[config.mk]
export PLATFORM = sky130hd
export DESIGN_NAME = slot_table_linked_stack
export DESIGN_NICKNAME = d
export VERILOG_FILES = /design/src/design/stls_pkg.sv /design/src/design/slot_table_linked_stack.sv /design/src/design/stls_ram.sv
export SDC_FILE = /design/constraint.sdc
export NUM_CORES = 1
export LEC_CHECK = 0
export BUFFER_PORTS_ARGS = -buffer_cell sky130_fd_sc_hd__buf_2
export CORE_MARGIN = 2
export CORE_UTILIZATION = 55
export DETAILED_ROUTE_END_ITERATION = 12
export HOLD_SLACK_MARGIN = 0.03
export PLACE_DENSITY_LB_ADDON = 0.25
export SYNTH_ARGS = -nofsm -noshare
export SYNTH_HDL_FRONTEND = slang
export SYNTH_SLANG_ARGS = --single-unit
export TNS_END_PERCENT = 1
[constraint.sdc]
create_clock -name clk_i -period 7.25 [get_ports clk_i]
set_input_delay 0.725 -clock clk_i [delete_from_list [all_inputs] [get_ports clk_i]]
set_output_delay 0.725 -clock clk_i [all_outputs]
set_load 0.01 [all_outputs]
[src/design/stls_pkg.sv]
// ----------------------------------------------------------------------------
// stls_pkg
// Shared request and response types, function and status codes, and the
// sequencer state encoding for the slot table linked stack.
// ----------------------------------------------------------------------------
`default_nettype none

package stls_pkg;

  typedef enum logic [1:0] {
    FUNC_ADD    = 2'd0,
    FUNC_POP    = 2'd1,
    FUNC_PEEK   = 2'd2,
    FUNC_REMOVE = 2'd3
  } func_e;

  typedef enum logic [1:0] {
    STATUS_OK        = 2'd0,
    STATUS_FULL      = 2'd1,
    STATUS_EMPTY     = 2'd2,
    STATUS_NOT_FOUND = 2'd3
  } status_e;

  typedef struct packed {
    func_e       func;
    logic [31:0] data_value;
  } req_t;

  typedef struct packed {
    status_e     status;
    logic [31:0] out_data;
    logic [3:0]  slot_index;
    logic [4:0]  element_count;
  } rsp_t;

  typedef enum logic [3:0] {
    ST_IDLE,
    ST_SCAN,
    ST_HEAD_RD,
    ST_HEAD_WT,
    ST_WALK_RD,
    ST_WALK_WT,
    ST_UNLINK_P,
    ST_UNLINK_N,
    ST_ADD_LINK,
    ST_DONE
  } state_e;

endpackage

`default_nettype wire

[src/design/slot_table_linked_stack.sv]
// ----------------------------------------------------------------------------
// slot_table_linked_stack
// Table of slots holding a doubly linked list used as a stack with
// search and remove.
// ----------------------------------------------------------------------------
// One request is handled at a time and every request gives one response. An
// add scans the occupied marks for a free slot, one slot per cycle from the
// slot last added or popped, with wraparound. A peek reads the head through
// the HEAD_RD and HEAD_WT states; a pop also passes UNLINK_P and UNLINK_N. A
// remove walks the list from the head through the registered data and link
// memories, one WALK_RD and WALK_WT pair per node. An add on a full count
// goes straight to the done state, as do pop, peek and remove on an empty
// list. The finished response moves into a separate output register, so the
// next request can be taken even while that response waits; a second
// finished response holds the sequencer until the output register has been
// read.
`default_nettype none

module slot_table_linked_stack #(
  parameter int CAPACITY   = 16,
  parameter int DATA_WIDTH = 32
) (
  input  wire logic          clk_i,
  input  wire logic          rst_ni,
  input  wire logic          in_valid_i,
  output logic               in_ready_o,
  input  wire stls_pkg::req_t in_data_i,
  output logic               out_valid_o,
  input  wire logic          out_ready_i,
  output stls_pkg::rsp_t     out_data_o
);

  localparam int AW = (CAPACITY > 1) ? $clog2(CAPACITY) : 1;
  localparam int LW = $clog2(CAPACITY + 1);
  localparam int CW = $clog2(CAPACITY + 1);
  localparam logic [LW-1:0] NullLink = LW'(CAPACITY);
  localparam logic [CW-1:0] CapCount = CW'(CAPACITY);

  stls_pkg::state_e state_q, state_d;

  logic [CAPACITY-1:0] used_q, used_d;
  logic [LW-1:0]       head_q, head_d, tail_q, tail_d;
  logic [CW-1:0]       count_q, count_d;
  logic [AW-1:0]       last_q, last_d;

  stls_pkg::func_e       func_q, func_d;
  logic [DATA_WIDTH-1:0] val_q, val_d;
  logic [AW-1:0]         cur_q, cur_d;
  logic [LW-1:0]         steps_q, steps_d;
  logic [LW-1:0]         pl_q, pl_d, nl_q, nl_d;

  logic                  rsp_valid_q, rsp_valid_d;
  stls_pkg::rsp_t        rsp_q, rsp_d;
  stls_pkg::rsp_t        out_rsp_q, out_rsp_d;

  // Memories: data, next links, previous links.
  logic                  d_we, n_we, p_we;
  logic [AW-1:0]         d_wa, n_wa, p_wa, rd_a;
  logic [DATA_WIDTH-1:0] d_wd, d_rd;
  logic [LW-1:0]         n_wd, p_wd, n_rd, p_rd;

  stls_ram #(.Width(DATA_WIDTH), .Depth(CAPACITY)) u_data (
    .clk_i(clk_i), .we_i(d_we), .waddr_i(d_wa), .wdata_i(d_wd),
    .raddr_i(rd_a), .rdata_o(d_rd));
  stls_ram #(.Width(LW), .Depth(CAPACITY)) u_next (
    .clk_i(clk_i), .we_i(n_we), .waddr_i(n_wa), .wdata_i(n_wd),
    .raddr_i(rd_a), .rdata_o(n_rd));
  stls_ram #(.Width(LW), .Depth(CAPACITY)) u_prev (
    .clk_i(clk_i), .we_i(p_we), .waddr_i(p_wa), .wdata_i(p_wd),
    .raddr_i(rd_a), .rdata_o(p_rd));

  always_ff @(posedge clk_i or negedge rst_ni) begin
    if (!rst_ni) begin
      state_q     <= stls_pkg::ST_IDLE;
      used_q      <= '0;
      head_q      <= NullLink;
      tail_q      <= NullLink;
      count_q     <= '0;
      last_q      <= '0;
      rsp_valid_q <= 1'b0;
    end else begin
      state_q     <= state_d;
      used_q      <= used_d;
      head_q      <= head_d;
      tail_q      <= tail_d;
      count_q     <= count_d;
      last_q      <= last_d;
      rsp_valid_q <= rsp_valid_d;
    end
  end

  always_ff @(posedge clk_i) begin
    func_q    <= func_d;
    val_q     <= val_d;
    cur_q     <= cur_d;
    steps_q   <= steps_d;
    pl_q      <= pl_d;
    nl_q      <= nl_d;
    rsp_q     <= rsp_d;
    out_rsp_q <= out_rsp_d;
  end

  logic head_ok;
  logic [AW-1:0] cur_inc;
  logic [CW-1:0] count_dec;

  assign head_ok   = head_q < NullLink;
  assign cur_inc   = (cur_q == AW'(CAPACITY - 1)) ? '0 : cur_q + 1'b1;
  assign count_dec = (count_q != '0) ? count_q - 1'b1 : count_q;

  assign in_ready_o  = (state_q == stls_pkg::ST_IDLE);
  assign out_valid_o = rsp_valid_q;
  assign out_data_o  = out_rsp_q;

  always_comb begin
    state_d     = state_q;
    used_d      = used_q;
    head_d      = head_q;
    tail_d      = tail_q;
    count_d     = count_q;
    last_d      = last_q;
    func_d      = func_q;
    val_d       = val_q;
    cur_d       = cur_q;
    steps_d     = steps_q;
    pl_d        = pl_q;
    nl_d        = nl_q;
    rsp_valid_d = rsp_valid_q;
    rsp_d       = rsp_q;
    out_rsp_d   = out_rsp_q;
    d_we = 1'b0; d_wa = cur_q; d_wd = val_q;
    n_we = 1'b0; n_wa = cur_q; n_wd = head_q;
    p_we = 1'b0; p_wa = cur_q; p_wd = NullLink;
    rd_a = cur_q;

    if (rsp_valid_q && out_ready_i) begin
      rsp_valid_d = 1'b0;
    end

    unique case (state_q)
      stls_pkg::ST_IDLE: begin
        if (in_valid_i && in_ready_o) begin
          func_d  = in_data_i.func;
          val_d   = in_data_i.data_value[DATA_WIDTH-1:0];
          cur_d   = last_q;
          steps_d = '0;
          rsp_d   = '0;
          unique case (in_data_i.func)
            stls_pkg::FUNC_ADD: begin
              if (count_q >= CapCount) begin
                rsp_d.status = stls_pkg::STATUS_FULL;
                state_d      = stls_pkg::ST_DONE;
              end else begin
                state_d = stls_pkg::ST_SCAN;
              end
            end
            stls_pkg::FUNC_POP, stls_pkg::FUNC_PEEK: begin
              if (!head_ok) begin
                rsp_d.status = stls_pkg::STATUS_EMPTY;
                state_d      = stls_pkg::ST_DONE;
              end else begin
                cur_d   = head_q[AW-1:0];
                state_d = stls_pkg::ST_HEAD_RD;
              end
            end
            default: begin
              if (!head_ok) begin
                rsp_d.status = stls_pkg::STATUS_NOT_FOUND;
                state_d      = stls_pkg::ST_DONE;
              end else begin
                cur_d   = head_q[AW-1:0];
                state_d = stls_pkg::ST_WALK_RD;
              end
            end
          endcase
        end
      end

      // One occupied mark examined per cycle.
      stls_pkg::ST_SCAN: begin
        if (!used_q[cur_q]) begin
          state_d = stls_pkg::ST_ADD_LINK;
        end else if (steps_q == LW'(CAPACITY - 1)) begin
          rsp_d.status = stls_pkg::STATUS_FULL;
          state_d      = stls_pkg::ST_DONE;
        end else begin
          cur_d   = cur_inc;
          steps_d = steps_q + 1'b1;
        end
      end

      stls_pkg::ST_ADD_LINK: begin
        d_we = 1'b1;
        n_we = 1'b1;
        p_we = 1'b1;
        used_d[cur_q] = 1'b1;
        head_d = LW'(cur_q);
        if (!(tail_q < NullLink)) begin
          tail_d = LW'(cur_q);
        end
        last_d  = cur_q;
        count_d = count_q + 1'b1;
        rsp_d.slot_index    = 4'(cur_q);
        rsp_d.element_count = 5'(count_q + 1'b1);
        if (head_ok) begin
          // Second write port use: old head gets its previous link next cycle.
          pl_d    = head_q;
          state_d = stls_pkg::ST_UNLINK_N;
          nl_d    = LW'(cur_q);
        end else begin
          state_d = stls_pkg::ST_DONE;
        end
      end

      stls_pkg::ST_HEAD_RD: begin
        state_d = stls_pkg::ST_HEAD_WT;
      end

      stls_pkg::ST_HEAD_WT: begin
        rsp_d.out_data = 32'(d_rd);
        if (func_q == stls_pkg::FUNC_POP) begin
          pl_d   = p_rd;
          nl_d   = n_rd;
          last_d = cur_q;
          state_d = stls_pkg::ST_UNLINK_P;
        end else begin
          rsp_d.element_count = 5'(count_q);
          state_d = stls_pkg::ST_DONE;
        end
      end

      stls_pkg::ST_WALK_RD: begin
        state_d = stls_pkg::ST_WALK_WT;
      end

      stls_pkg::ST_WALK_WT: begin
        if (d_rd == val_q) begin
          pl_d    = p_rd;
          nl_d    = n_rd;
          state_d = stls_pkg::ST_UNLINK_P;
        end else if (!(n_rd < NullLink) || steps_q == LW'(CAPACITY - 1)) begin
          rsp_d.status        = stls_pkg::STATUS_NOT_FOUND;
          rsp_d.element_count = 5'(count_q);
          state_d             = stls_pkg::ST_DONE;
        end else begin
          cur_d   = n_rd[AW-1:0];
          steps_d = steps_q + 1'b1;
          state_d = stls_pkg::ST_WALK_RD;
        end
      end

      // Unlink cur: next[p] = n here, prev[n] = p in the following state.
      stls_pkg::ST_UNLINK_P: begin
        if (pl_q < NullLink) begin
          n_we = 1'b1;
          n_wa = pl_q[AW-1:0];
          n_wd = nl_q;
        end
        p_we = 1'b1;
        p_wa = cur_q;
        p_wd = NullLink;
        used_d[cur_q] = 1'b0;
        count_d = count_dec;
        if (LW'(cur_q) == tail_q) tail_d = pl_q;
        if (LW'(cur_q) == head_q) head_d = nl_q;
        rsp_d.slot_index    = 4'(cur_q);
        rsp_d.element_count = 5'(count_dec);
        state_d = stls_pkg::ST_UNLINK_N;
      end

      stls_pkg::ST_UNLINK_N: begin
        if (func_q == stls_pkg::FUNC_ADD) begin
          p_we = 1'b1;
          p_wa = pl_q[AW-1:0];
          p_wd = nl_q;
        end else begin
          if (nl_q < NullLink) begin
            p_we = 1'b1;
            p_wa = nl_q[AW-1:0];
            p_wd = pl_q;
          end
          n_we = 1'b1;
          n_wa = cur_q;
          n_wd = NullLink;
        end
        state_d = stls_pkg::ST_DONE;
      end

      // Wait here while the output register still holds an unread response.
      stls_pkg::ST_DONE: begin
        if (!rsp_valid_q || out_ready_i) begin
          out_rsp_d = rsp_q;
          if (rsp_q.status != stls_pkg::STATUS_OK) begin
            out_rsp_d.element_count = 5'(count_q);
          end
          rsp_valid_d = 1'b1;
          state_d     = stls_pkg::ST_IDLE;
        end
      end

      default: state_d = stls_pkg::ST_IDLE;
    endcase
  end

endmodule

`default_nettype wire

[src/design/stls_ram.sv]
// ----------------------------------------------------------------------------
// stls_ram
// Generic simple dual-port RAM with one write and one registered read per cycle.
// ----------------------------------------------------------------------------
`default_nettype none

module stls_ram #(
  parameter int Width = 32,
  parameter int Depth = 16
) (
  input  wire logic                     clk_i,
  input  wire logic                     we_i,
  input  wire logic [$clog2(Depth)-1:0] waddr_i,
  input  wire logic [Width-1:0]         wdata_i,
  input  wire logic [$clog2(Depth)-1:0] raddr_i,
  output logic      [Width-1:0]         rdata_o
);

  logic [Width-1:0] mem_q [Depth];

  always_ff @(posedge clk_i) begin
    if (we_i) begin
      mem_q[waddr_i] <= wdata_i;
    end
    rdata_o <= mem_q[raddr_i];
  end

endmodule

`default_nettype wire
==> impl_metrics.env <==
export IMPL_syn_to_final_growth_pct=12.7
export IMPL_ys_warn_count=0
export IMPL_yosys_cell_types_count=58
export IMPL_number_of_antenna_violating_nets_in_the_routed_design=0
export IMPL_critical_path_class="flip-flop to flip-flop"
export IMPL_route_final_wire_length_um=72000
export IMPL_setup_violations_final=0
export IMPL_total_of_buffers_placed_on_input_and_output_ports=82
export IMPL_p_clk_share_pct=29.8
export IMPL_final_setup_skew_ns=0.0250
export IMPL_start_kind="flip-flop"
export IMPL_synthesis_area_per_instance_um2=20.8
export IMPL_vdd_ir_drop_max_mv=0.218
export IMPL_synthCells=1642
export IMPL_horizontal_extent_of_the_die_um=253
export IMPL_dp_final_hpwl_um=41400
export IMPL_slew_violations=0
export IMPL_crit_path_max_incr_delay_ns=0.92
export IMPL_synth_top_cells_by_area="sky130_fd_sc_hd__edfxtp_1, sky130_fd_sc_hd__mux4_2, sky130_fd_sc_hd__dfrtp_1"
export IMPL_i_o_pins=83
export IMPL_cts_htree_levels=3
export IMPL_final_setup_tns_ns=0
export IMPL_cts_hold_buffers=0
export IMPL_final_core_utilization_pct=62.5
export IMPL_grt_max_degree=99
export IMPL_ctsResizeCount=0
export IMPL_dr_total_vias=16545
export IMPL_post_cts_setup_buffers=0
export IMPL_max_slew_margin_rel_pct=24.0
export IMPL_synth_edf_count=811
export IMPL_drive_above_1_share_pct=27.9
export IMPL_crit_path_buffers_inverters=3
export IMPL_gate_family_responsible_for_the_most_delay_along_the_worst_path="buffers and inverters"
export IMPL_placement_row_count=91
export IMPL_synth_most_common_cell="sky130_fd_sc_hd__edfxtp_1"
export IMPL_global_route_usage_total_pct=23.2
export IMPL_insertion_delay_ns=0.64
export IMPL_max_clock_freq_mhz=261
export IMPL_final_period_utilization_pct=52.8
export IMPL_synth_top_cell_by_area="sky130_fd_sc_hd__edfxtp_1"
export IMPL_unrepaired_setup_endpoints_after_global_routing="no"
export IMPL_grt_antenna_before_repair=0
export IMPL_data_required_time_of_the_critical_path_ns=7.59
export IMPL_hold_path_class="input port to async pin"
export IMPL_tritoncts="done"
export IMPL_cts_root_buffer="sky130_fd_sc_hd__clkbuf_16"
export IMPL_ys_dominant_reg_cell="sky130_fd_sc_hd__edfxtp_1"
export IMPL_share_comb_of_total_power_pct=24.2
export IMPL_power_leakage_nw=12.5
export IMPL_power_internal_mw=10.6
export IMPL_number_of_nets_in_the_layout=1824
export IMPL_tritonroute_pass_1_iters=6
export IMPL_avgViaCountPerCell=6.26
export IMPL_power_density_nw_per_um2=388
export IMPL_synthTopCellsByCount="sky130_fd_sc_hd__edfxtp_1, sky130_fd_sc_hd__mux4_2, sky130_fd_sc_hd__nor2_1"
export IMPL_synthArstFlopShare_pct=3.94
export IMPL_crit_path_frequent_cell="sky130_fd_sc_hd__buf_4"
export IMPL_worstMarginPinSlew_ns=1.14
export IMPL_syn_cell_area_um2=34100
export IMPL_ys_ff_latch=888
export IMPL_drc=0
export IMPL_synth_fp_nets=1690
export IMPL_seq_power_share_pct=46.0
export IMPL_global_route_wire_length_before_repair_um=108000
export IMPL_critPathSlowestCell="sky130_fd_sc_hd__buf_4"
export IMPL_die_height_um=253
export IMPL_yosysSeqAreaShare_pct=76.5
export IMPL_critical_path_cell_chain="buf_4 > buf_4 > mux4_2 > a22oi_1 > nand2_1 > nand2b_1 > a221oi_1 > clkbuf_2"
export IMPL_wire_per_inst_um=27.3
export IMPL_cts_made_buffers=87
export IMPL_start_util_pct=55.4
export IMPL_clk_pin_slew_ns=0.06
export IMPL_final_wtd_congestion=0.828
export IMPL_clock_sinks=888
export IMPL_synth_top_area_share_pct=71.4
export IMPL_hold_viol=0
export IMPL_n_antenna_cell=0
export IMPL_outcome="finished, final reports clean"
export IMPL_p_sw_mw=4.31
export IMPL_via_count_of_the_first_global_routing_pass=16686
export IMPL_final_min_clock_period_ns=3.83
export IMPL_number_of_drc_markers_after_the_initial_detailed_route_iteration=1898
export IMPL_switching_share_pct=28.9
export IMPL_die_area_um2=64000
export IMPL_drv_max_cap_violation_count=0
export IMPL_ctsLongestPathBuffers=3
export IMPL_crit_path_max_fanout=73
export IMPL_placeableCoreArea_um2=61500
export IMPL_gr_total_overflow=0
export IMPL_timing_critical_path_arrival_ns=4.17
export IMPL_critical_path_capture_point_type="flip-flop"
-- cells in the final DEF (no fill, tap or decap), types with 12 or more instances in the layout --
cell type                   instances
sky130_fd_sc_hd__dfxtp_1           42
sky130_fd_sc_hd__edfxtp_1         811
sky130_fd_sc_hd__xor2_1            41
sky130_fd_sc_hd__nor2_1            80
sky130_fd_sc_hd__o21ai_0           33
sky130_fd_sc_hd__nor4_1            12
sky130_fd_sc_hd__clkbuf_16         90
sky130_fd_sc_hd__buf_4             38
sky130_fd_sc_hd__nor3_1            13
sky130_fd_sc_hd__nor2_4            12
sky130_fd_sc_hd__mux4_2           214
sky130_fd_sc_hd__a31oi_1           25
sky130_fd_sc_hd__nand2_1           46
sky130_fd_sc_hd__a21oi_1           20
sky130_fd_sc_hd__clkbuf_1          21
sky130_fd_sc_hd__dfrtp_1           34
sky130_fd_sc_hd__clkinv_2          23
sky130_fd_sc_hd__and2_1            39
sky130_fd_sc_hd__buf_2             82
sky130_fd_sc_hd__inv_1             12
-- cell families after synthesis --
| group | count (synthesis) | share of synthesized area (%) |
|---|---|---|
| buffers and inverters | 89 | 1.15 |
| xor gates and xnor gates | 43 | 1.10 |
| DFF | 888 | 76.5 |
| AOI/OAI and AO/OA | 111 | 2.13 |
| adders and majority gates | 10 | 0.367 |
| and+or+nand+nor | 265 | 3.94 |
| muxes | 236 | 14.8 |
-- metal layers --
layer  routed length [µm]  vias to the layer above  GRT usage [%]
met1                30600                     8730           34.5
met2                33900                      742           35.0
met5                    0                        -              0
li1                     -                     6968              -
met4                 1550                        0           6.90
met3                 5980                      105           4.86
-- cell type report --
class	count	area, µm²
inverter	12	45.0
multi-input combinational	665	7740
clock buffer	114	2370
tap	790	988
clock inverter	50	467
timing repair buffer	122	721
fill	4221	23100
sequential	888	26100
-- power groups by stage --
stage / registers [mW] / logic (mW) / clock network [mW]
final: 6.86 / 3.60 / 4.44
after detailed placement: 6.96 / 3.62 / 0
after floorplan: 6.75 / 2.69 / 0
after global routing: 6.93 / 3.86 / 4.72
after global placement: 6.92 / 3.56 / 0
after CTS: 6.86 / 3.64 / 4.52
-- stage by stage --
| stage | total power, mW | hold slack [ns] | setup WS (ns) | std cells | cell area, µm² |
|---|---|---|---|---|---|
| after detailed placement | 10.6 | 0.405 | 3.21 | 2476 | 35600 |
| final | 14.9 | 0.201 | 3.42 | 2641 | 38400 |
| after floorplan | 9.44 | 0.400 | 3.11 | 1642 | 34100 |
| after CTS | 15.0 | 0.218 | 3.18 | 2640 | 38400 |
| after global placement | 10.5 | 0.401 | 3.33 | 2476 | 35600 |
| after global routing | 15.5 | 0.235 | 3.21 | 2641 | 38400 |
-- state kept, by name (all words and copies together) (netlist names), named ones only --
register	count
u_data.mem_q	512
u_next.mem_q	80
u_prev.mem_q	80
out_data_o	43
rsp_q	43
d_wd	32
u_data.rdata_o	32
count_q	5
head_q	5
nl_q	5
pl_q	5
steps_q	5
u_next.rdata_o	5
u_prev.rdata_o	5
cur_q	4
last_q	4
state_q	4
func_q	2
out_valid_o	1
-- path summary, 6_finish.rpt --
path / from / end / slack, ns / cells past startpoint
min: rst_ni / count_q[0] / 0.20 / 1
min in group clk_i: in_data_i[9] / d_wd[9] / 0.26 / 1
min reg2reg: rsp_q[29] / out_data_o[29] / 0.41 / 0
max reg2reg: cur_q[1] / steps_q[4] / 3.42 / 8
max in group asynchronous: rst_ni / head_q[2] / 6.48 / 1
max: cur_q[1] / steps_q[4] / 3.42 / 8
Power figures use the tool's default switching activity.
